`src/tidr_pkg.sv`:
```
// Shared constants and types for the touch input debounce reporter.
package tidr_pkg;

    // Debounce window setup.
    localparam logic [3:0]  WINDOW_SAMPLES  = 4'd10;
    localparam logic [3:0]  MATCH_THRESHOLD = 4'd4;
    localparam logic [2:0]  SAMPLE_GAP      = 3'd3;

    // Report timing.
    localparam logic [15:0] OFFLINE_PERIOD  = 16'd100;
    localparam logic [15:0] PERIOD_MIN      = 16'd10;
    localparam logic [15:0] PERIOD_RESET    = 16'd100;
    localparam logic [15:0] ELAPSED_MAX     = 16'hFFFF;

    // Report mode codes.
    localparam logic [1:0]  MODE_PERIODIC   = 2'd0;
    localparam logic [1:0]  MODE_CHANGE     = 2'd1;
    localparam logic [1:0]  MODE_NONE       = 2'd2;

    // Configuration register indexes.
    localparam int          CFG_IDX_W       = 4;
    localparam logic [CFG_IDX_W-1:0] CFG_IDX_MODE   = 4'd0;
    localparam logic [CFG_IDX_W-1:0] CFG_IDX_PERIOD = 4'd1;

    // One tick as held in the input register.
    typedef struct packed {
        logic [3:0] pins;
        logic       online;
        logic       read_req;
    } t_tick;

    // Report flags raised for one tick.
    typedef struct packed {
        logic host;
        logic block;
    } t_report;

endpackage

```
`src/touch_input_debounce_reporter_top.sv`:
```
// Top level of the touch input debounce reporter: tick pipeline, config and result register.
//
// Each input transfer is one millisecond tick. The block takes one tick per clock cycle while
// o_stall is low and returns exactly one result per tick: the tick is held in the input
// register, then the debounce and report logic updates all state as the result is written
// into the output register. With the output stalled, the input register still takes one
// more tick before o_stall rises. The touch pins are sampled every fourth tick and a sample
// window is ten samples, so the debounced value can change at most once per forty ticks.
// Configuration writes are always ready and should be issued only while no tick is in
// flight; report_period writes below 10 are clamped to 10, and writes to unknown indexes
// are dropped.
module touch_input_debounce_reporter_top
    import tidr_pkg::*;
(
    input  logic                 i_clk,
    input  logic                 i_rst_n,
    // Tick input channel.
    input  logic                 i_valid,
    output logic                 o_stall,
    input  logic [3:0]           i_touch_pins,
    input  logic                 i_online,
    input  logic                 i_read_request,
    // Result channel.
    output logic                 o_valid,
    input  logic                 i_stall,
    output logic [3:0]           o_debounced_value,
    output logic                 o_host_report,
    output logic                 o_block_report,
    output logic                 o_read_reply,
    // Configuration write channel.
    input  logic                 i_cfg_valid,
    output logic                 o_cfg_ready,
    input  logic [CFG_IDX_W-1:0] i_cfg_index,
    input  logic [15:0]          i_cfg_data
);

    logic [1:0]  r_report_mode;
    logic [15:0] r_report_period;

    logic        r_in_valid;
    t_tick       r_in;

    logic        r_out_valid;
    logic [3:0]  r_out_value;
    t_report     r_out_report;
    logic        r_out_reply;

    logic        out_ready;
    logic        in_ready;
    logic        advance;
    logic [3:0]  stable_next;
    t_report     report;

    assign o_cfg_ready = 1'b1;

    always_ff @(posedge i_clk) begin
        if (!i_rst_n) begin
            r_report_mode   <= MODE_PERIODIC;
            r_report_period <= PERIOD_RESET;
        end else if (i_cfg_valid && o_cfg_ready) begin
            case (i_cfg_index)
                CFG_IDX_MODE: begin
                    r_report_mode <= i_cfg_data[1:0];
                end
                CFG_IDX_PERIOD: begin
                    r_report_period <= (i_cfg_data < PERIOD_MIN) ? PERIOD_MIN : i_cfg_data;
                end
                default: begin
                end
            endcase
        end
    end

    // The result register frees up when empty or when its transfer completes.
    assign out_ready = !r_out_valid || !i_stall;
    assign in_ready  = !r_in_valid || out_ready;
    assign advance   = r_in_valid && out_ready;
    assign o_stall   = !in_ready;

    always_ff @(posedge i_clk) begin
        if (!i_rst_n) begin
            r_in_valid <= 1'b0;
        end else if (in_ready) begin
            r_in_valid <= i_valid;
        end
    end

    always_ff @(posedge i_clk) begin
        if (in_ready && i_valid) begin
            r_in.pins     <= i_touch_pins;
            r_in.online   <= i_online;
            r_in.read_req <= i_read_request;
        end
    end

    tidr_debounce u_debounce (
        .i_clk         (i_clk),
        .i_rst_n       (i_rst_n),
        .i_en          (advance),
        .i_pins        (r_in.pins),
        .o_stable_next (stable_next)
    );

    tidr_report u_report (
        .i_clk    (i_clk),
        .i_rst_n  (i_rst_n),
        .i_en     (advance),
        .i_online (r_in.online),
        .i_mode   (r_report_mode),
        .i_period (r_report_period),
        .i_stable (stable_next),
        .o_report (report)
    );

    always_ff @(posedge i_clk) begin
        if (!i_rst_n) begin
            r_out_valid <= 1'b0;
        end else if (out_ready) begin
            r_out_valid <= r_in_valid;
        end
    end

    always_ff @(posedge i_clk) begin
        if (advance) begin
            r_out_value  <= stable_next;
            r_out_report <= report;
            r_out_reply  <= r_in.read_req;
        end
    end

    assign o_valid           = r_out_valid;
    assign o_debounced_value = r_out_value;
    assign o_host_report     = r_out_report.host;
    assign o_block_report    = r_out_report.block;
    assign o_read_reply      = r_out_reply;

    // Host and block reports depend on opposite online states.
    a_report_exclusive: assert property (@(posedge i_clk) disable iff (!i_rst_n)
        o_valid |-> !(o_host_report && o_block_report))
        else $error("host and block report raised together");

    // The clamp keeps the period at or above its minimum.
    a_period_min: assert property (@(posedge i_clk) disable iff (!i_rst_n)
        r_report_period >= PERIOD_MIN)
        else $error("report period below minimum");

    // Stall toward the source only when both stages hold a tick.
    a_stall_full: assert property (@(posedge i_clk) disable iff (!i_rst_n)
        o_stall |-> (r_in_valid && r_out_valid && i_stall))
        else $error("input stalled with free pipeline space");

    // A tick in the input register reaches the output in the next cycle when not blocked.
    a_advance: assert property (@(posedge i_clk) disable iff (!i_rst_n)
        advance |=> o_valid)
        else $error("advanced tick did not reach the result register");

endmodule

```
`src/tidr_debounce.sv`:
```
// Window threshold debouncer for the four touch pins (more than four of ten samples must match).
module tidr_debounce
    import tidr_pkg::*;
(
    input  logic       i_clk,
    input  logic       i_rst_n,
    input  logic       i_en,
    input  logic [3:0] i_pins,
    output logic [3:0] o_stable_next
);

    logic [2:0] r_gap,    n_gap;
    logic [3:0] r_wcount, n_wcount;
    logic [3:0] r_match,  n_match;
    logic [3:0] r_ref,    n_ref;
    logic [3:0] r_stable, n_stable;

    logic [3:0] wcount_inc;
    logic [3:0] match_inc;

    always_comb begin
        n_gap      = r_gap;
        n_wcount   = r_wcount;
        n_match    = r_match;
        n_ref      = r_ref;
        n_stable   = r_stable;
        wcount_inc = r_wcount + 4'd1;
        match_inc  = r_match;
        if (r_gap < SAMPLE_GAP) begin
            n_gap = r_gap + 3'd1;
        end else begin
            n_gap = 3'd0;
            // The first sample of a window becomes its reference.
            if (r_wcount == 4'd0) begin
                n_ref = i_pins;
            end
            if (i_pins == n_ref) begin
                match_inc = r_match + 4'd1;
            end
            if (wcount_inc >= WINDOW_SAMPLES) begin
                n_wcount = 4'd0;
                n_match  = 4'd0;
                if (match_inc > MATCH_THRESHOLD) begin
                    n_stable = n_ref;
                end
            end else begin
                n_wcount = wcount_inc;
                n_match  = match_inc;
            end
        end
    end

    always_ff @(posedge i_clk) begin
        if (!i_rst_n) begin
            r_gap    <= 3'd0;
            r_wcount <= 4'd0;
            r_match  <= 4'd0;
            r_ref    <= 4'd0;
            r_stable <= 4'd0;
        end else if (i_en) begin
            r_gap    <= n_gap;
            r_wcount <= n_wcount;
            r_match  <= n_match;
            r_ref    <= n_ref;
            r_stable <= n_stable;
        end
    end

    assign o_stable_next = n_stable;

endmodule

```
`src/tidr_report.sv`:
```
// Host and block report scheduling with saturating elapsed counters.
module tidr_report
    import tidr_pkg::*;
(
    input  logic        i_clk,
    input  logic        i_rst_n,
    input  logic        i_en,
    input  logic        i_online,
    input  logic [1:0]  i_mode,
    input  logic [15:0] i_period,
    input  logic [3:0]  i_stable,
    output t_report     o_report
);

    logic [15:0] r_host_elapsed,  n_host_elapsed;
    logic [15:0] r_block_elapsed, n_block_elapsed;
    logic [3:0]  r_last,          n_last;
    t_report     report;

    always_comb begin
        n_host_elapsed  = (r_host_elapsed == ELAPSED_MAX) ? ELAPSED_MAX
                                                          : r_host_elapsed + 16'd1;
        n_block_elapsed = (r_block_elapsed == ELAPSED_MAX) ? ELAPSED_MAX
                                                           : r_block_elapsed + 16'd1;
        n_last          = r_last;
        report          = '0;
        if (i_online) begin
            case (i_mode)
                MODE_PERIODIC: begin
                    if (n_host_elapsed > i_period) begin
                        n_host_elapsed = 16'd0;
                        report.host    = 1'b1;
                    end
                end
                MODE_CHANGE: begin
                    if (i_stable != r_last) begin
                        n_last      = i_stable;
                        report.host = 1'b1;
                    end
                end
                default: begin
                    // No automatic report.
                end
            endcase
        end else begin
            if (n_block_elapsed > OFFLINE_PERIOD) begin
                n_block_elapsed = 16'd0;
                report.block    = 1'b1;
            end
        end
    end

    always_ff @(posedge i_clk) begin
        if (!i_rst_n) begin
            r_host_elapsed  <= 16'd0;
            r_block_elapsed <= 16'd0;
            r_last          <= 4'd0;
        end else if (i_en) begin
            r_host_elapsed  <= n_host_elapsed;
            r_block_elapsed <= n_block_elapsed;
            r_last          <= n_last;
        end
    end

    assign o_report = report;

endmodule
```
`config.mk`:
```
export PLATFORM = sky130hd
export DESIGN_NAME = touch_input_debounce_reporter_top
export DESIGN_NICKNAME = d
export VERILOG_FILES = /design/src/tidr_pkg.sv /design/src/touch_input_debounce_reporter_top.sv /design/src/tidr_debounce.sv /design/src/tidr_report.sv
export SDC_FILE = /design/constraint.sdc
export NUM_CORES = 1
export LEC_CHECK = 0
export ABC_AREA = 0
export ABC_CLOCK_PERIOD_IN_PS = 3600
export BUFFER_PORTS_ARGS = -buffer_cell sky130_fd_sc_hd__buf_2
export CORE_ASPECT_RATIO = 1.1
export CORE_MARGIN = 2
export CORE_UTILIZATION = 35
export DETAILED_ROUTE_END_ITERATION = 8
export PLACE_DENSITY = 0.62
export SKIP_LAST_GASP = 1
export SYNTH_ARGS = -nofsm -noshare
export SYNTH_HDL_FRONTEND = slang
export SYNTH_HIERARCHICAL = 1
export SYNTH_SLANG_ARGS = --single-unit
```
`constraint.sdc`:
```
create_clock -name i_clk -period 3.6 [get_ports i_clk]
set_input_delay 0.36 -clock i_clk [delete_from_list [all_inputs] [get_ports i_clk]]
set_output_delay 0.36 -clock i_clk [all_outputs]
set_load 0.02 [all_outputs]
```
==> metrics <==
sequential element share of the synthesized area=0.3616; status=completed; Synth Instances=614; Diodes inserted=0; hold worst-path end=r_in[0]; FF-to-FF path depth=13; Worst Path Arrival=3.60 ns; yosys warns=6; Req. time, crit path=3.83 ns; cts bufs inserted=9; CTS Root Cell=clkbuf_16; Max Slew Vio Count=0; crit path launch=u_debounce/r_wcount[0]; largest net degree at the start of global routing=28; pre-CTS WS=-0.03591 ns; clock sinks=88; HP Start=i_read_request; Die W=120.6 µm; routed wire length=12500 µm; CP peak stage delay=0.42 ns; LEAKAGE=2.308 nW; DRC viols=0; fin util=0.4027; ys async rst share=0; WS Path Type=flop to flop; worst path bufs/invs=1; row count=46; DP Wirelength=8969 µm; Syn Area/Cell=8.520 µm²; R2R Path End=u_report/r_last[2]; initial core utilization=0.3607; Final ANT Viol Nets=0; CTS tree=built; endpoints failing setup=0; vias in the first global route=4329; I/O pin cnt=41; slew of the pin with the lowest slew margin=0.8728 ns; Final Skew=0.008170 ns; period utilization=0.9361; GPL Wtd Cong=0.8637; area of the multi-input gates=3025 µm²; die area=15940 µm²; Clock Latency Late Sink=0.34 ns; crit-path max FO=6; Hold Crit Depth=1; Synth Flop Type=dfxtp_1; drt pass-1 iters=5; RSZ-0062 raised after global routing=false; HP Class=input pin to flop; maximum clock rate=0.2967 GHz; commonest non-fill, non-tap cell in the layout=nand2_1; P&R area growth vs syn=11.65%; max-cap viol count=0; layout cell share with drive strength beyond 1=0.1625; clock buffer depth=2; fill count=1471; slowest CP cell=mux2_1; crit-path leading delay family=simple AND/OR/NAND/NOR gates; H-Tree Depth=3; Max VDD drop=0.0002221 V; PD cells=346.4 nW/µm²; vias=4621; FF-to-FF Start=u_debounce/r_wcount[0]; wire per inst=14.92 µm; First DRT Iteration DRCs=318; CP Capture Type=flop; commonest non-fill, non-tap cells in the layout=nand2_1, dfxtp_1, a21oi_1, o21ai_0, buf_2; CP Launch Type=flop; Total GRT Usage=0.1569; Synthesized Nets=668; initial antenna violation count=0; Worst R2R Setup Slack=0.23 ns; Storage cell area=1894 µm²; Fin. Hold Viols=0; port bufs=39; Post-synth EDFFs=13; core box area=14500 µm²; GR Overflow Total=0; CP dominant cell by count=nand4_1; first-pass GRT wire length=20560 µm; Post-Synthesis Cell Area=5231 µm²; slew margin rel.=0.4157; Seq cells post-synth=88; Synth cell types=73; Die H=132.2 µm; Vias/cell=5.514; Worst Slack Setup Final=0.2299 ns; clk slew on worst S/H paths=0.06 ns; post-route minimum period=3.370 ns; CP cell instances=inv_1 -> ha_1 -> nor3b_4 -> a41oi_1 -> or3_1 -> o211a_4 -> nor4_4 -> mux2_1 -> xnor2_1 -> nand4_1 -> nand4_1 -> mux2i_1 -> nor2_1; fin nets=695
[cell families (layout without fill, tap and decap cells)]
group                      after synthesis  in the layout  share of synthesized area
muxes                                   22             22                    0.04425
DFF                                     88             88                     0.3616
and+or+nand+nor                        234            234                     0.2375
adders and majority gates               23             23                    0.05501
xor gates and xnor gates                22             22                    0.03683
other                                    1              1                  0.0007168
AOI/OAI and AO/OA                      158            158                     0.1973
buffers and inverters                   66             98                    0.06673
[Yosys cell counts, types with 3 or more instances]
library cell | n | share of area
nand2_1 | 81 | 0.058
dfxtp_1 | 75 | 0.29
a21oi_1 | 48 | 0.046
o21ai_0 | 40 | 0.038
nand3_1 | 37 | 0.035
nor2_1 | 33 | 0.024
inv_1 | 28 | 0.020
ha_1 | 23 | 0.055
clkbuf_1 | 19 | 0.014
nand4_1 | 14 | 0.017
xnor2_1 | 14 | 0.023
edfxtp_1 | 13 | 0.075
mux2i_1 | 13 | 0.025
nor3_1 | 13 | 0.012
and3_1 | 11 | 0.013
o21ai_2 | 10 | 0.017
a21o_1 | 8 | 0.011
and4_1 | 8 | 0.013
mux2_2 | 8 | 0.017
xor2_1 | 8 | 0.013
a211oi_1 | 5 | 0.0072
a41oi_1 | 5 | 0.0084
buf_2 | 5 | 0.0048
buf_6 | 5 | 0.011
nand2b_1 | 5 | 0.0060
nor2b_1 | 5 | 0.0060
o21a_1 | 5 | 0.0072
a21boi_0 | 4 | 0.0057
a31oi_1 | 4 | 0.0048
buf_4 | 4 | 0.0057
nor4_1 | 4 | 0.0048
or3_1 | 4 | 0.0048
a31o_1 | 3 | 0.0050
and2_1 | 3 | 0.0036
o31ai_1 | 3 | 0.0043
[layout make-up]
class,count,area share
Inverter,30,0.01928
Clock inverter,6,0.007926
Multi-Input combinational cell,460,0.5180
Timing Repair Buffer,52,0.05013
Clock buffer,10,0.03920
Tap cell,192,0.04113
Sequential cell,88,0.3243
[sequential cells by signal, indices dropped and copies added, names as in the netlist, 2 cells and up]
| signal | count |
|---|---|
| r_report_period | 16 |
| u_report/r_block_elapsed | 16 |
| u_report/r_host_elapsed | 16 |
| r_in | 6 |
| o_debounced_value | 4 |
| u_debounce/r_match | 4 |
| u_debounce/r_ref | 4 |
| u_debounce/r_stable | 4 |
| u_debounce/r_wcount | 4 |
| u_report/r_last | 4 |
| u_debounce/r_gap | 3 |
| r_report_mode | 2 |
[per-stage QoR]
stage | power [mW] | instance area, µm² | instances | setup TNS (ns) | hold slack [ns]
after global placement | 1.175 | 5509 | 818 | 0 | 0.4035
after CTS | 2.050 | 5792 | 835 | 0 | 0.1744
after global routing | 2.112 | 5841 | 838 | 0 | 0.1820
after floorplan | 1.132 | 5231 | 614 | 0 | 0.4003
after detailed placement | 1.179 | 5509 | 818 | -0.05655 | 0.4160
final | 2.023 | 5841 | 838 | 0 | 0.1871
[metal layers]
layer	GRT usage	share of wire	wire length [µm]
met3	0.03287	0.045	558
met4	0.05879	0.021	265
met1	0.1972	0.43	5374
met5	0	0	0
met2	0.2630	0.50	6303
[repair_timing]
action                                  4_1_cts  5_1_grt
gates cloned                                  0        1
pin swaps                                     0        2
setup buffers                                 1        2
gates resized for setup                       0       13
hold buffers                                  0        0
endpoints found under the setup margin        4       20
[power breakdown]
part,leakage (nW),internal [mW],switching (mW)
combinational,1.45,0.0446,0.0847
clock,0.130,0.470,0.394
sequential,0.728,1.01,0.0155
total,2.31,1.53,0.495
[worst max-delay path by stage]
stage                                       endpoint  slack [ns]  cells past startpoint
after global routing      u_report/r_host_elapsed[0]        0.02                     14
after floorplan                        o_host_report        0.21                     13
after global placement            u_report/r_last[3]        0.03                     13
after detailed placement          u_report/r_last[2]       -0.04                     13
final                             u_report/r_last[2]        0.23                     13
after CTS                         u_report/r_last[2]        0.11                     13
No activity file was read; power rests on OpenSTA's default activity.
